[config.mk]
export PLATFORM = sky130hd
export DESIGN_NAME = incremental_speed_pi_controller_top_flat
export DESIGN_NICKNAME = d
export VERILOG_FILES = /design/src/ispc_pkg.sv /design/src/ispc_ifs.sv /design/src/ispc_cfg.sv /design/src/ispc_ctrl.sv /design/src/ispc_dp.sv /design/src/incremental_speed_pi_controller_top.sv /design/src/flat_wrapper.sv
export SDC_FILE = /design/constraint.sdc
export NUM_CORES = 2
export LEC_CHECK = 0
export ABC_AREA = 0
export BUFFER_PORTS_ARGS = -buffer_cell sky130_fd_sc_hd__buf_4
export CAP_MARGIN = 15
export CORE_ASPECT_RATIO = 0.7
export CORE_MARGIN = 10
export CORE_UTILIZATION = 50
export DETAILED_ROUTE_END_ITERATION = 12
export GPL_TIMING_DRIVEN = 0
export PLACE_DENSITY = 0.65
export SLEW_MARGIN = 20
export SYNTH_ARGS = -nofsm -noshare
export SYNTH_HDL_FRONTEND = slang
export SYNTH_HIERARCHICAL = 1
export SYNTH_SLANG_ARGS = --single-unit
[constraint.sdc]
create_clock -name clk -period 18 [get_ports clk]
set_clock_uncertainty 0.05 [all_clocks]
set_input_delay 1.8 -clock clk [delete_from_list [all_inputs] [get_ports clk]]
set_output_delay 1.8 -clock clk [all_outputs]
set_load 0.01 [all_outputs]
[src/ispc_pkg.sv]
// Shared constants, types and helper functions of the incremental speed PI controller.
package ispc_pkg;

	localparam int MOTOR_COUNT_DEF = 2;

	// Configuration port.
	localparam int CFG_IDX_W  = 3;
	localparam int CFG_DATA_W = 16;

	typedef enum logic [CFG_IDX_W-1:0] {
		REG_KP_BASE    = 3'd0,
		REG_KI_LIMIT   = 3'd1,
		REG_KD_GAIN    = 3'd2,
		REG_KT_DIVISOR = 3'd3,
		REG_KP_CAP     = 3'd4,
		REG_KI_SLOPE   = 3'd5,
		REG_SPEED_HIGH = 3'd6,
		REG_SPEED_LOW  = 3'd7
	} cfg_reg_t;

	localparam logic [11:0]        KP_BASE_RST    = 12'd1382;
	localparam logic [11:0]        KI_LIMIT_RST   = 12'd179;
	localparam logic signed [12:0] KD_GAIN_RST    = 13'sd0;
	localparam logic [15:0]        KT_DIVISOR_RST = 16'd170;
	localparam logic [11:0]        KP_CAP_RST     = 12'd2483;
	localparam logic [15:0]        KI_SLOPE_RST   = 16'd197;
	localparam logic signed [15:0] SPEED_HIGH_RST = 16'sh7FFF;
	localparam logic signed [15:0] SPEED_LOW_RST  = 16'sh8000;

	typedef struct packed {
		logic [11:0]        kp_base;
		logic [11:0]        ki_limit;
		logic signed [12:0] kd_gain;
		logic [15:0]        kt_divisor;
		logic [11:0]        kp_cap;
		logic [15:0]        ki_slope;
		logic signed [15:0] speed_high_limit;
		logic signed [15:0] speed_low_limit;
	} cfg_t;

	// Field and datapath widths.
	localparam int SPD_W   = 16;
	localparam int ERR_W   = 17;
	localparam int MAG_W   = 16;
	localparam int DE_W    = 18;
	localparam int DDE_W   = 19;
	localparam int ACC_W   = 32;
	localparam int INT_W   = 7;
	localparam int MUL_W   = 21;
	localparam int PROD_W  = 2 * MUL_W;
	localparam int NUM_W   = 34;
	localparam int DEN_W   = 23;
	localparam int QUOT_W  = 13;
	localparam int CNT_W   = $clog2(QUOT_W);
	localparam int QM_W    = 13;
	localparam int GAIN_W  = 20;
	localparam int KP_W    = 12;
	localparam int SUM_W   = 34;
	localparam int Y_W     = SUM_W - 8;

	// Algorithm constants.
	localparam int RECIP10       = 52429;  // ceil(2^19 / 10)
	localparam int RECIP10_SHIFT = 19;
	localparam int KT_SCALE      = 100;
	localparam int SEP_BAND      = 350;
	localparam int INT_CAP       = 60;
	localparam int INC_CAP       = 360;
	localparam int BRAKE_VALUE   = -1000;

	typedef enum logic [2:0] {
		MUL_NONE  = 3'd0,
		MUL_RECIP = 3'd1,
		MUL_QSQ   = 3'd2,
		MUL_GAIN  = 3'd3,
		MUL_INTEG = 3'd4,
		MUL_KP    = 3'd5,
		MUL_KD    = 3'd6
	} mul_op_t;

	typedef struct packed {
		logic    in_ready;
		logic    load_err;
		logic    load_diff;
		mul_op_t mul_op;
		logic    load_num;
		logic    load_gcap;
		logic    load_ip;
		logic    div_step;
		logic    load_kp;
		logic    sum_init;
		logic    sum_add;
		logic    load_inc;
		logic    load_acc;
		logic    load_out;
	} cmd_t;

	typedef struct packed {
		logic in_valid;
		logic in_start;
		logic out_free;
		logic div_ovf;
	} status_t;

	// True when a value of the given sign must be forced to zero because the
	// measured speed is beyond one of the encoder limits.
	function automatic logic limit_kill(input logic signed [SPD_W-1:0] spd,
			input logic signed [SPD_W-1:0] hi, input logic signed [SPD_W-1:0] lo,
			input logic is_neg, input logic is_pos);
		logic kill;
		kill = 1'b0;
		if (spd > hi) begin
			kill = !is_neg;
		end else if (spd < lo) begin
			kill = !is_pos;
		end
		return kill;
	endfunction

endpackage

[src/ispc_ifs.sv]
// Request and response channel interfaces of the incremental speed PI controller.
interface ispc_req_if import ispc_pkg::*; ();
	logic                    valid;
	logic                    ready;
	logic                    motor_select;
	logic signed [SPD_W-1:0] measured_speed;
	logic signed [SPD_W-1:0] target_speed;
	logic                    curve_mode;
	logic                    start_line;

	modport source (output valid, output motor_select, output measured_speed,
		output target_speed, output curve_mode, output start_line, input ready);
	modport sink (input valid, input motor_select, input measured_speed,
		input target_speed, input curve_mode, input start_line, output ready);
endinterface

interface ispc_rsp_if import ispc_pkg::*; ();
	logic                    valid;
	logic                    ready;
	logic signed [ACC_W-1:0] drive_value;
	logic signed [INT_W-1:0] integral_term;

	modport source (output valid, output drive_value, output integral_term, input ready);
	modport sink (input valid, input drive_value, input integral_term, output ready);
endinterface

[src/ispc_cfg.sv]
// Configuration register file of the incremental speed PI controller.
module ispc_cfg import ispc_pkg::*; (
	input  logic                  clk,
	input  logic                  arst_n,
	input  logic                  cfg_we,
	input  logic [CFG_IDX_W-1:0]  cfg_idx,
	input  logic [CFG_DATA_W-1:0] cfg_data,
	output cfg_t                  cfg
);

	cfg_t cfg_q;

	always_ff @(posedge clk or negedge arst_n) begin
		if (!arst_n) begin
			cfg_q.kp_base          <= KP_BASE_RST;
			cfg_q.ki_limit         <= KI_LIMIT_RST;
			cfg_q.kd_gain          <= KD_GAIN_RST;
			cfg_q.kt_divisor       <= KT_DIVISOR_RST;
			cfg_q.kp_cap           <= KP_CAP_RST;
			cfg_q.ki_slope         <= KI_SLOPE_RST;
			cfg_q.speed_high_limit <= SPEED_HIGH_RST;
			cfg_q.speed_low_limit  <= SPEED_LOW_RST;
		end else if (cfg_we) begin
			case (cfg_reg_t'(cfg_idx))
				REG_KP_BASE:    cfg_q.kp_base          <= cfg_data[11:0];
				REG_KI_LIMIT:   cfg_q.ki_limit         <= cfg_data[11:0];
				REG_KD_GAIN:    cfg_q.kd_gain          <= $signed(cfg_data[12:0]);
				REG_KT_DIVISOR: cfg_q.kt_divisor       <= cfg_data;
				REG_KP_CAP:     cfg_q.kp_cap           <= cfg_data[11:0];
				REG_KI_SLOPE:   cfg_q.ki_slope         <= cfg_data;
				REG_SPEED_HIGH: cfg_q.speed_high_limit <= $signed(cfg_data);
				REG_SPEED_LOW:  cfg_q.speed_low_limit  <= $signed(cfg_data);
				default: begin
				end
			endcase
		end
	end

	assign cfg = cfg_q;

endmodule

[src/ispc_ctrl.sv]
// Sequencing state machine of the incremental speed PI controller.
module ispc_ctrl import ispc_pkg::*; (
	input  logic    clk,
	input  logic    arst_n,
	input  status_t status,
	output cmd_t    cmd
);

	typedef enum logic [15:0] {
		ST_IDLE = 16'b0000000000000001,
		ST_ERR  = 16'b0000000000000010,
		ST_QMUL = 16'b0000000000000100,
		ST_QSQ  = 16'b0000000000001000,
		ST_GMUL = 16'b0000000000010000,
		ST_GCAP = 16'b0000000000100000,
		ST_IMUL = 16'b0000000001000000,
		ST_IP   = 16'b0000000010000000,
		ST_DIV  = 16'b0000000100000000,
		ST_KP   = 16'b0000001000000000,
		ST_PMUL = 16'b0000010000000000,
		ST_DMUL = 16'b0000100000000000,
		ST_SUM  = 16'b0001000000000000,
		ST_INC  = 16'b0010000000000000,
		ST_ACC  = 16'b0100000000000000,
		ST_OUT  = 16'b1000000000000000
	} state_t;

	state_t           state_q;
	state_t           state_nx;
	logic [CNT_W-1:0] cnt_q;

	always_comb begin
		state_nx = state_q;
		case (state_q)
			ST_IDLE: begin
				if (status.in_valid) begin
					state_nx = status.in_start ? ST_OUT : ST_ERR;
				end
			end
			ST_ERR:  state_nx = ST_QMUL;
			ST_QMUL: state_nx = ST_QSQ;
			ST_QSQ:  state_nx = ST_GMUL;
			ST_GMUL: state_nx = ST_GCAP;
			ST_GCAP: state_nx = ST_IMUL;
			ST_IMUL: state_nx = ST_IP;
			ST_IP:   state_nx = ST_DIV;
			ST_DIV: begin
				if (status.div_ovf || cnt_q == '0) begin
					state_nx = ST_KP;
				end
			end
			ST_KP:   state_nx = ST_PMUL;
			ST_PMUL: state_nx = ST_DMUL;
			ST_DMUL: state_nx = ST_SUM;
			ST_SUM:  state_nx = ST_INC;
			ST_INC:  state_nx = ST_ACC;
			ST_ACC:  state_nx = ST_OUT;
			ST_OUT: begin
				if (status.out_free) begin
					state_nx = ST_IDLE;
				end
			end
			default: state_nx = ST_IDLE;
		endcase
	end

	always_ff @(posedge clk or negedge arst_n) begin
		if (!arst_n) begin
			state_q <= ST_IDLE;
			cnt_q   <= '0;
		end else begin
			state_q <= state_nx;
			if (state_q == ST_IP) begin
				cnt_q <= CNT_W'(QUOT_W - 1);
			end else if (state_q == ST_DIV && cnt_q != '0) begin
				cnt_q <= cnt_q - 1'b1;
			end
		end
	end

	always_comb begin
		cmd = '0;
		cmd.mul_op = MUL_NONE;
		case (state_q)
			ST_IDLE: cmd.in_ready = 1'b1;
			ST_ERR:  cmd.load_err = 1'b1;
			ST_QMUL: begin
				cmd.mul_op    = MUL_RECIP;
				cmd.load_diff = 1'b1;
			end
			ST_QSQ:  cmd.mul_op = MUL_QSQ;
			ST_GMUL: begin
				cmd.mul_op   = MUL_GAIN;
				cmd.load_num = 1'b1;
			end
			ST_GCAP: cmd.load_gcap = 1'b1;
			ST_IMUL: cmd.mul_op = MUL_INTEG;
			ST_IP:   cmd.load_ip = 1'b1;
			ST_DIV:  cmd.div_step = !status.div_ovf;
			ST_KP:   cmd.load_kp = 1'b1;
			ST_PMUL: begin
				cmd.mul_op   = MUL_KP;
				cmd.sum_init = 1'b1;
			end
			ST_DMUL: begin
				cmd.mul_op  = MUL_KD;
				cmd.sum_add = 1'b1;
			end
			ST_SUM:  cmd.sum_add = 1'b1;
			ST_INC:  cmd.load_inc = 1'b1;
			ST_ACC:  cmd.load_acc = 1'b1;
			ST_OUT:  cmd.load_out = status.out_free;
			default: begin
			end
		endcase
	end

endmodule

[src/ispc_dp.sv]
// Datapath of the incremental speed PI controller: shared multiplier, serial divider, state.
module ispc_dp import ispc_pkg::*; #(
	parameter int MOTOR_COUNT = MOTOR_COUNT_DEF
) (
	input  logic              clk,
	input  logic              arst_n,
	ispc_req_if.sink          req,
	ispc_rsp_if.source        rsp,
	input  cfg_t              cfg,
	input  cmd_t              cmd,
	output status_t           status
);

	localparam int MIDX_W = (MOTOR_COUNT > 1) ? $clog2(MOTOR_COUNT) : 1;

	// Per-motor state.
	logic signed [ERR_W-1:0] last_err_q [MOTOR_COUNT];
	logic signed [ERR_W-1:0] prev_err_q [MOTOR_COUNT];
	logic signed [ACC_W-1:0] acc_mem_q  [MOTOR_COUNT];

	// Captured request.
	logic [MIDX_W-1:0]       midx_q;
	logic signed [SPD_W-1:0] spd_q;
	logic signed [SPD_W-1:0] tgt_q;
	logic                    curve_q;

	// Working registers.
	logic signed [ERR_W-1:0]  e_q;
	logic [MAG_W-1:0]         mag_q;
	logic signed [ERR_W-1:0]  le_q;
	logic signed [ERR_W-1:0]  pe_q;
	logic signed [ACC_W-1:0]  acc_old_q;
	logic [DEN_W-1:0]         den_q;
	logic signed [DE_W-1:0]   de_q;
	logic signed [DDE_W-1:0]  dde_q;
	logic signed [PROD_W-1:0] p_q;
	logic [NUM_W-1:0]         num_q;
	logic [GAIN_W-1:0]        g_q;
	logic                     ovf_q;
	logic [NUM_W-1:0]         rem_q;
	logic [NUM_W:0]           dsh_q;
	logic [QUOT_W-1:0]        quot_q;
	logic signed [INT_W-1:0]  ip_q;
	logic [KP_W-1:0]          kp_q;
	logic signed [SUM_W-1:0]  sum_q;
	logic signed [Y_W-1:0]    y_q;
	logic signed [ACC_W-1:0]  res_drive_q;
	logic signed [INT_W-1:0]  res_int_q;
	logic                     out_valid_q;
	logic signed [ACC_W-1:0]  out_drive_q;
	logic signed [INT_W-1:0]  out_int_q;

	logic                     accept;
	logic signed [ERR_W-1:0]  e_nx;
	logic [MAG_W-1:0]         mag_nx;
	logic signed [MUL_W-1:0]  mul_a;
	logic signed [MUL_W-1:0]  mul_b;
	logic signed [PROD_W-1:0] prod;
	logic [QM_W-1:0]          q_mag;
	logic [GAIN_W-1:0]        gain_cap;
	logic [PROD_W-17:0]       f_mag;
	logic [5:0]               ip_mag;
	logic signed [INT_W-1:0]  ip_s;
	logic [QUOT_W:0]          kp_sum;
	logic signed [SUM_W-1:0]  sum_rnd;
	logic signed [Y_W-1:0]    y_raw;
	logic signed [Y_W-1:0]    y_clip;
	logic signed [ACC_W:0]    acc_sum;
	logic signed [ACC_W-1:0]  acc_new;

	assign accept = req.valid && cmd.in_ready;
	assign req.ready = cmd.in_ready;

	assign status.in_valid = req.valid;
	assign status.in_start = req.start_line;
	assign status.out_free = !out_valid_q || rsp.ready;
	assign status.div_ovf  = ovf_q;

	assign rsp.valid         = out_valid_q;
	assign rsp.drive_value   = out_drive_q;
	assign rsp.integral_term = out_int_q;

	// Error and its magnitude.
	assign e_nx   = ERR_W'(tgt_q) - ERR_W'(spd_q);
	assign mag_nx = e_nx[ERR_W-1] ? MAG_W'(-e_nx) : MAG_W'(e_nx);

	// Shared multiplier operand selection.
	assign q_mag = p_q[RECIP10_SHIFT +: QM_W];

	always_comb begin
		mul_a = '0;
		mul_b = '0;
		case (cmd.mul_op)
			MUL_RECIP: begin
				mul_a = MUL_W'($signed({1'b0, mag_q}));
				mul_b = MUL_W'(RECIP10);
			end
			MUL_QSQ: begin
				mul_a = MUL_W'($signed({1'b0, q_mag}));
				mul_b = MUL_W'($signed({1'b0, q_mag}));
			end
			MUL_GAIN: begin
				mul_a = MUL_W'($signed({1'b0, cfg.ki_slope}));
				mul_b = MUL_W'($signed({1'b0, mag_q}));
			end
			MUL_INTEG: begin
				mul_a = MUL_W'($signed({1'b0, g_q}));
				mul_b = MUL_W'($signed({1'b0, mag_q}));
			end
			MUL_KP: begin
				mul_a = MUL_W'($signed({1'b0, kp_q}));
				mul_b = MUL_W'(de_q);
			end
			MUL_KD: begin
				mul_a = MUL_W'(cfg.kd_gain);
				mul_b = MUL_W'(dde_q);
			end
			default: begin
			end
		endcase
	end

	assign prod = PROD_W'(mul_a) * PROD_W'(mul_b);

	// Integral part from g * |e|, truncated toward zero, clamped and gated.
	assign gain_cap = {cfg.ki_limit, 8'b0};
	assign f_mag    = $unsigned(p_q[PROD_W-1:16]);

	always_comb begin
		if (mag_q > MAG_W'(SEP_BAND)) begin
			ip_mag = '0;
		end else if (f_mag > (PROD_W-16)'(INT_CAP)) begin
			ip_mag = 6'(INT_CAP);
		end else begin
			ip_mag = f_mag[5:0];
		end
		ip_s = e_q[ERR_W-1] ? -$signed({1'b0, ip_mag}) : $signed({1'b0, ip_mag});
	end

	assign kp_sum = (QUOT_W+1)'(quot_q) + (QUOT_W+1)'(cfg.kp_base);

	// Increment: sum in Q26.8 truncated toward zero, then the curve-mode clamp and speed-limit gate.
	assign sum_rnd = sum_q + (sum_q[SUM_W-1] ? SUM_W'(255) : SUM_W'(0));
	assign y_raw   = sum_rnd[SUM_W-1:8];

	always_comb begin
		y_clip = y_raw;
		if (curve_q) begin
			if (y_raw > Y_W'(INC_CAP)) begin
				y_clip = Y_W'(INC_CAP);
			end else if (y_raw < -Y_W'(INC_CAP)) begin
				y_clip = -Y_W'(INC_CAP);
			end
			if (limit_kill(spd_q, cfg.speed_high_limit, cfg.speed_low_limit,
					y_clip[Y_W-1], !y_clip[Y_W-1] && (y_clip != '0))) begin
				y_clip = '0;
			end
		end
	end

	// Saturating accumulator update.
	assign acc_sum = (ACC_W+1)'(acc_old_q) + (ACC_W+1)'(y_q);
	assign acc_new = (acc_sum[ACC_W] != acc_sum[ACC_W-1]) ?
		(acc_sum[ACC_W] ? {1'b1, {(ACC_W-1){1'b0}}} : {1'b0, {(ACC_W-1){1'b1}}}) :
		acc_sum[ACC_W-1:0];

	// Control state: per-motor memory and output valid.
	always_ff @(posedge clk or negedge arst_n) begin
		if (!arst_n) begin
			for (int i = 0; i < MOTOR_COUNT; i++) begin
				last_err_q[i] <= '0;
				prev_err_q[i] <= '0;
				acc_mem_q[i]  <= '0;
			end
			out_valid_q <= 1'b0;
		end else begin
			if (cmd.load_acc) begin
				acc_mem_q[midx_q]  <= acc_new;
				prev_err_q[midx_q] <= le_q;
				last_err_q[midx_q] <= e_q;
			end
			if (cmd.load_out) begin
				out_valid_q <= 1'b1;
			end else if (rsp.ready) begin
				out_valid_q <= 1'b0;
			end
		end
	end

	// Payload registers.
	always_ff @(posedge clk) begin
		if (accept) begin
			midx_q  <= (MOTOR_COUNT > 1) ? MIDX_W'(req.motor_select) : '0;
			spd_q   <= req.measured_speed;
			tgt_q   <= req.target_speed;
			curve_q <= req.curve_mode;
			if (req.start_line) begin
				res_drive_q <= ACC_W'(BRAKE_VALUE);
				res_int_q   <= '0;
			end
		end
		if (cmd.load_err) begin
			e_q       <= e_nx;
			mag_q     <= mag_nx;
			le_q      <= last_err_q[midx_q];
			pe_q      <= prev_err_q[midx_q];
			acc_old_q <= acc_mem_q[midx_q];
			den_q     <= DEN_W'(cfg.kt_divisor) * DEN_W'(KT_SCALE);
		end
		if (cmd.load_diff) begin
			de_q  <= DE_W'(e_q) - DE_W'(le_q);
			dde_q <= DDE_W'(e_q) + DDE_W'(pe_q) - (DDE_W'(le_q) <<< 1);
		end
		if (cmd.mul_op != MUL_NONE) begin
			p_q <= prod;
		end
		if (cmd.load_num) begin
			num_q <= {p_q[NUM_W-9:0], 8'b0};
		end
		if (cmd.load_gcap) begin
			g_q    <= ($unsigned(p_q) > PROD_W'(gain_cap)) ? gain_cap : p_q[GAIN_W-1:0];
			ovf_q  <= {2'b0, num_q} >= {den_q, {QUOT_W{1'b0}}};
			rem_q  <= num_q;
			dsh_q  <= {den_q, {(QUOT_W-1){1'b0}}};
			quot_q <= '0;
		end
		if (cmd.load_ip) begin
			ip_q <= limit_kill(spd_q, cfg.speed_high_limit, cfg.speed_low_limit,
				ip_s[INT_W-1], !ip_s[INT_W-1] && (ip_s != '0)) ? '0 : ip_s;
		end
		if (cmd.div_step) begin
			if ({1'b0, rem_q} >= dsh_q) begin
				rem_q  <= NUM_W'({1'b0, rem_q} - dsh_q);
				quot_q <= {quot_q[QUOT_W-2:0], 1'b1};
			end else begin
				quot_q <= {quot_q[QUOT_W-2:0], 1'b0};
			end
			dsh_q <= dsh_q >> 1;
		end
		if (cmd.load_kp) begin
			kp_q <= (ovf_q || kp_sum >= (QUOT_W+1)'(cfg.kp_cap)) ? cfg.kp_cap :
				kp_sum[KP_W-1:0];
		end
		if (cmd.sum_init) begin
			sum_q <= SUM_W'($signed({ip_q, 8'b0}));
		end else if (cmd.sum_add) begin
			sum_q <= sum_q + $signed(p_q[SUM_W-1:0]);
		end
		if (cmd.load_inc) begin
			y_q <= y_clip;
		end
		if (cmd.load_acc) begin
			res_drive_q <= acc_new;
			res_int_q   <= ip_q;
		end
		if (cmd.load_out) begin
			out_drive_q <= res_drive_q;
			out_int_q   <= res_int_q;
		end
	end

	// A computing request keeps the input closed on the following cycle.
	assert property (@(posedge clk) disable iff (!arst_n)
		(req.valid && req.ready && !req.start_line) |=> !req.ready)
		else $error("input reopened while a request is in progress");

	// The integral term presented at the output stays inside its clamp.
	assert property (@(posedge clk) disable iff (!arst_n)
		rsp.valid |-> (rsp.integral_term <= 7'sd60 && rsp.integral_term >= -7'sd60))
		else $error("integral term outside its clamp");

	// The divider never iterates once the quotient is known to saturate the gain.
	assert property (@(posedge clk) disable iff (!arst_n)
		cmd.div_step |-> !ovf_q)
		else $error("divider stepped with a saturated quotient");

endmodule

[src/incremental_speed_pi_controller_top.sv]
// Top level of the incremental speed PI controller for several motors.
// Each request names a motor and carries the measured and target encoder speeds,
// a curve mode flag and a start-line flag, and produces exactly one response with
// the motor's new drive accumulator and the integral part of this step. A
// computing request steps through the sequencer states in order, skipping the
// divider steps when the scheduled proportional gain is already known to reach
// its ceiling. Its length is set by the one-bit-per-cycle divider that forms the
// quadratic gain term and by the single shared 21 by 21 bit multiplier, which
// serves six products in turn. A start-line request brakes: it returns -1000
// with a zero integral part and leaves the motor state unchanged. Responses sit
// in an output register, so a finished response may wait for the consumer while
// a new request is taken; the next response is loaded only once the previous
// one has left. Configuration registers are written through the plain write
// port and should only be changed while no request is in flight.
module incremental_speed_pi_controller_top import ispc_pkg::*; #(
	parameter int MOTOR_COUNT = MOTOR_COUNT_DEF
) (
	input  logic                  clk,
	input  logic                  arst_n,
	ispc_req_if.sink              req,
	ispc_rsp_if.source            rsp,
	input  logic                  cfg_we,
	input  logic [CFG_IDX_W-1:0]  cfg_idx,
	input  logic [CFG_DATA_W-1:0] cfg_data
);

	cfg_t    cfg;
	cmd_t    cmd;
	status_t status;

	// Gains, divisor and speed limits.
	ispc_cfg u_cfg (
		.clk      (clk),
		.arst_n   (arst_n),
		.cfg_we   (cfg_we),
		.cfg_idx  (cfg_idx),
		.cfg_data (cfg_data),
		.cfg      (cfg)
	);

	// Sequencer that steps the datapath through one request.
	ispc_ctrl u_ctrl (
		.clk    (clk),
		.arst_n (arst_n),
		.status (status),
		.cmd    (cmd)
	);

	// Arithmetic, per-motor state and the response register.
	ispc_dp #(
		.MOTOR_COUNT (MOTOR_COUNT)
	) u_dp (
		.clk    (clk),
		.arst_n (arst_n),
		.req    (req),
		.rsp    (rsp),
		.cfg    (cfg),
		.cmd    (cmd),
		.status (status)
	);

endmodule
[src/flat_wrapper.sv]
// flat-port wrapper written by rule: the top's interface ports become plain ports
module incremental_speed_pi_controller_top_flat import ispc_pkg::*;
#(
	parameter int MOTOR_COUNT = MOTOR_COUNT_DEF
)
  (clk, arst_n, cfg_we, cfg_idx, cfg_data, req_valid, req_motor_select, req_measured_speed, req_target_speed, req_curve_mode, req_start_line, req_ready, rsp_valid, rsp_drive_value, rsp_integral_term, rsp_ready);
  ispc_req_if req_i ();
  ispc_rsp_if rsp_i ();
  input  logic clk;
  input  logic arst_n;
  input  logic cfg_we;
  input  logic [CFG_IDX_W-1:0] cfg_idx;
  input  logic [CFG_DATA_W-1:0] cfg_data;
  input wire logic [$bits(req_i.valid)-1:0] req_valid;
  input wire logic [$bits(req_i.motor_select)-1:0] req_motor_select;
  input wire logic [$bits(req_i.measured_speed)-1:0] req_measured_speed;
  input wire logic [$bits(req_i.target_speed)-1:0] req_target_speed;
  input wire logic [$bits(req_i.curve_mode)-1:0] req_curve_mode;
  input wire logic [$bits(req_i.start_line)-1:0] req_start_line;
  output wire logic [$bits(req_i.ready)-1:0] req_ready;
  output wire logic [$bits(rsp_i.valid)-1:0] rsp_valid;
  output wire logic [$bits(rsp_i.drive_value)-1:0] rsp_drive_value;
  output wire logic [$bits(rsp_i.integral_term)-1:0] rsp_integral_term;
  input wire logic [$bits(rsp_i.ready)-1:0] rsp_ready;
  assign req_i.valid = req_valid;
  assign req_i.motor_select = req_motor_select;
  assign req_i.measured_speed = req_measured_speed;
  assign req_i.target_speed = req_target_speed;
  assign req_i.curve_mode = req_curve_mode;
  assign req_i.start_line = req_start_line;
  assign req_ready = req_i.ready;
  assign rsp_valid = rsp_i.valid;
  assign rsp_drive_value = rsp_i.drive_value;
  assign rsp_integral_term = rsp_i.integral_term;
  assign rsp_i.ready = rsp_ready;
  incremental_speed_pi_controller_top #(.MOTOR_COUNT(MOTOR_COUNT)) u_core (.clk(clk), .arst_n(arst_n), .req(req_i), .rsp(rsp_i), .cfg_we(cfg_we), .cfg_idx(cfg_idx), .cfg_data(cfg_data));
endmodule
==> impl_metrics.env <==
export IMPL_cts_root_buf="clkbuf_16"
export IMPL_async_reset_ff_frac=0.339
export IMPL_io_buffer_count=95
export IMPL_grt_pass1_vias=42500
export IMPL_hold_path_class="reg -> reg"
export IMPL_n_antenna_cell=0
export IMPL_rr_worst_depth=38
export IMPL_cp_num_buf_inv=14
export IMPL_end_kind="register"
export IMPL_overflow=0
export IMPL_seq_area_frac_synth=0.365
export IMPL_mostFrequentLayoutCells="inv_1 (957), nand2_1 (550), fa_1 (483), edfxtp_1 (475), ha_1 (414)"
export IMPL_cap_violations=0
export IMPL_cts_tree="yes"
export IMPL_grt_pass1_wl_um=258000
export IMPL_syn_num_nets=6716
export IMPL_io_pins=100
export IMPL_rsz0062_at_grt="false"
export IMPL_slew_headroom=0.144
export IMPL_cp_top_family="adder cells"
export IMPL_fmax_mhz=73.0
export IMPL_power_leakage_nw=29.3
export IMPL_drtPass1Iterations=7
export IMPL_top_layer="met4"
export IMPL_clk_latency_ps=700
export IMPL_vias_per_cell=5.66
export IMPL_clk_pin_slew_worst_paths_ps=60
export IMPL_cts_buffers=81
export IMPL_pre_cts_ws_ps=4450
export IMPL_syn_avg_cell_area_sq_um=10.4
export IMPL_place_area_sq_um=63000
export IMPL_wl_per_cell_um=22.0
export IMPL_whs_endpoint="u_core/u_dp/rsp.drive_value[29]"
export IMPL_wl_met1_um=78600
export IMPL_power_share_clock=0.265
export IMPL_cp_start_kind="register"
export IMPL_post_cts_buffers=0
export IMPL_gp_congestion=1.01
export IMPL_rows=106
export IMPL_setup_viol=0
export IMPL_fillers=10400
export IMPL_areaGrowthSynthToFinish_pct=10.0
export IMPL_ir_drop_mv=0.0778
export IMPL_dieArea_sq_um=134000
export IMPL_hpwl_um=134000
export IMPL_synthCells=5760
export IMPL_design_area_sq_um=65800
export IMPL_grt_antenna_before_repair=4
export IMPL_nets=6932
export IMPL_dp_cells=7458
export IMPL_syn_cell_area_sq_um=59800
export IMPL_fin_ws_ps=4310
export IMPL_grtUsageTotal=0.251
export IMPL_vias=43100
export IMPL_coreArea_sq_um=119000
export IMPL_slowest_stage="inv_1"
export IMPL_fp_dieH_um=309
export IMPL_cts_sinks=784
export IMPL_layout_commonest_cell="inv_1"
export IMPL_critPathRequiredTime_ps=18340
export IMPL_post_route_period_util=0.761
export IMPL_wl_met3_um=17000
export IMPL_synth_cell_type_count=110
export IMPL_period_needed_ps=13690
export IMPL_start_util=0.502
export IMPL_path_max_fanout=27
export IMPL_htreeDepth=3
export IMPL_die_w_um=433
export IMPL_hold_viol=0
export IMPL_critPathArrivalTime_ps=14030
export IMPL_r2r_end="u_core/u_dp/p_q[41]"
export IMPL_synth_edf_count=475
export IMPL_cts_buffer_depth=3
export IMPL_worst_slew_pin_slew_ps=1280
export IMPL_ant_nets=0
export IMPL_wl_met2_um=68300
export IMPL_whs_path_depth=0
export IMPL_cpMostUsedCell="inv_1"
export IMPL_cts_hold_buf=0
export IMPL_synth_top_area_cell="edfxtp_1"
export IMPL_drc=0
export IMPL_finalSetupTns_ps=0
export IMPL_slew_viol_final=0
export IMPL_slowest_delay_ps=820
export IMPL_worstHoldStart="u_core/u_dp/res_drive_q[29]"
export IMPL_grt_max_degree=99
export IMPL_drtIter0Drc=4049
export IMPL_p_int_mw=4.23
export IMPL_worstReg2RegStart="u_core/u_ctrl/state_q[9]"
export IMPL_drt_wl_total_um=168000
export IMPL_final_instance_count_excl_fill=7610
export IMPL_r2r_setup_slack_ps=4310
export IMPL_combPwrFrac=0.354
export IMPL_cts_resized=0
export IMPL_synth_area_top_cells="edfxtp_1 (24%), fa_1 (16%), dfrtp_1 (9.3%), ha_1 (8.7%), inv_1 (6.0%)"
export IMPL_status="completed"
export IMPL_hold_slack_ps=365
export IMPL_crit_cells=38
export IMPL_drive_above_1_share=0.0984
export IMPL_switchingPower_mw=2.36
export IMPL_sw_frac_of_total=0.358
export IMPL_ys_warn_count=6
export IMPL_powerDensity_nw_per_um2=100
export IMPL_worstSetupPathType="reg -> reg"
export IMPL_synthFlopType="edfxtp_1"
export IMPL_ys_ff_latch=784
export IMPL_seq_power_share=0.381
export IMPL_synth_top_area_frac=0.239
==> layer usage <==
metal / up-vias / GRT usage
met5: - / 0
met4: 0 / 0.0506
met3: 233 / 0.0615
met2: 1733 / 0.356
met1: 21300 / 0.385
li1: 19800 / -
==> logic make-up after synthesis <==
logic type               share of synthesized area
multiplexers                                0.0584
adder cells (fa/ha/maj)                      0.251
buffers and inverters                       0.0750
XOR/XNOR                                    0.0346
AND/OR/NAND/NOR                              0.113
flip-flops                                   0.365
AO/OA/AOI/OAI                                0.103
==> sequential cells by signal, summed over array words and instances (netlist names), 16 cells and up <==
| register | flops |
|---|---|
| u_core/u_dp/res_drive_q | 32 |
| u_core/u_dp/dsh_q | 35 |
| u_core/u_dp/den_q | 21 |
| u_core/u_dp/num_q | 26 |
| u_core/u_dp/dde_q | 19 |
| u_core/u_dp/p_q | 42 |
| u_core/u_dp/rsp.drive_value | 32 |
| u_core/u_dp/g_q | 20 |
| u_core/u_dp/sum_q | 34 |
| u_core/u_dp/acc_mem_q | 64 |
| u_core/u_dp/prev_err_q | 34 |
| u_core/u_dp/y_q | 26 |
| u_core/u_dp/spd_q | 16 |
| u_core/u_dp/le_q | 17 |
| u_core/u_cfg/cfg | 113 |
| u_core/u_ctrl/state_q | 16 |
| u_core/u_dp/rem_q | 34 |
| u_core/u_dp/last_err_q | 34 |
| u_core/u_dp/acc_old_q | 32 |
| u_core/u_dp/pe_q | 17 |
| u_core/u_dp/e_q | 17 |
| u_core/u_dp/tgt_q | 16 |
| u_core/u_dp/de_q | 18 |
==> cells in the mapped netlist (19+ instances only) <==
| cell type | n |
|---|---|
| a211oi_1 | 34 |
| nor3_1 | 82 |
| nand2b_1 | 54 |
| nor2b_1 | 65 |
| fa_1 | 483 |
| a22o_1 | 19 |
| edfxtp_1 | 475 |
| inv_1 | 958 |
| ha_1 | 414 |
| or3_1 | 21 |
| xor2_1 | 88 |
| o211ai_1 | 22 |
| o21ai_1 | 85 |
| xnor2_1 | 148 |
| nor4_1 | 28 |
| dfrtp_1 | 223 |
| a31oi_1 | 22 |
| nand4_1 | 28 |
| dfxtp_1 | 43 |
| mux2i_1 | 85 |
| nor2_1 | 325 |
| a21o_1 | 88 |
| nand2_1 | 550 |
| mux2_1 | 42 |
| o21a_1 | 47 |
| mux2_4 | 40 |
| o21ai_0 | 205 |
| clkbuf_1 | 160 |
| nand3_1 | 51 |
| and3_1 | 30 |
| o21bai_1 | 30 |
| and2_1 | 76 |
| dfstp_2 | 43 |
| a21oi_1 | 213 |
| mux2_2 | 137 |
==> worst max path at each step <==
stage	start	end	slack, ps
finish	u_core/u_ctrl/state_q[9]	u_core/u_dp/p_q[41]	4310
global route	u_core/u_ctrl/state_q[9]	u_core/u_dp/p_q[41]	3600
CTS	u_core/u_ctrl/state_q[9]	u_core/u_dp/p_q[41]	4410
detailed placement	u_core/u_ctrl/state_q[9]	u_core/u_dp/p_q[41]	4450
global placement	u_core/u_ctrl/state_q[9]	u_core/u_dp/p_q[41]	1140
floorplan	u_core/u_ctrl/state_q[9]	u_core/u_dp/p_q[41]	5160
==> layout make-up <==
class / instances / area (sq um) / area share
Sequential cell: 784 / 21800 / 0.332
Inverter: 962 / 3610 / 0.0549
Timing Repair Buffer: 133 / 1120 / 0.0171
Multi-Input combinational cell: 3819 / 33600 / 0.511
Buffer: 195 / 871 / 0.0132
Tap cell: 1566 / 1960 / 0.0298
Clock inverter: 42 / 541 / 0.00822
Clock buffer: 109 / 2230 / 0.0339
==> stage by stage <==
stage	power (mW)	util
2_1_floorplan	4.04	-
3_3_place_gp	4.76	0.524
3_5_place_dp	4.83	0.529
4_1_cts	6.59	0.552
5_1_grt	6.96	0.552
6_report	6.59	0.552
==> power by group through the flow <==
stage	Clock (mW)	Sequential (mW)	Combinational (mW)
global route	1.86	2.53	2.56
global placement	0	2.57	2.19
CTS	1.79	2.51	2.30
floorplan	0	2.47	1.57
detailed placement	0	2.54	2.29
finish	1.75	2.51	2.33
No activity file was read; power rests on OpenSTA's default activity.
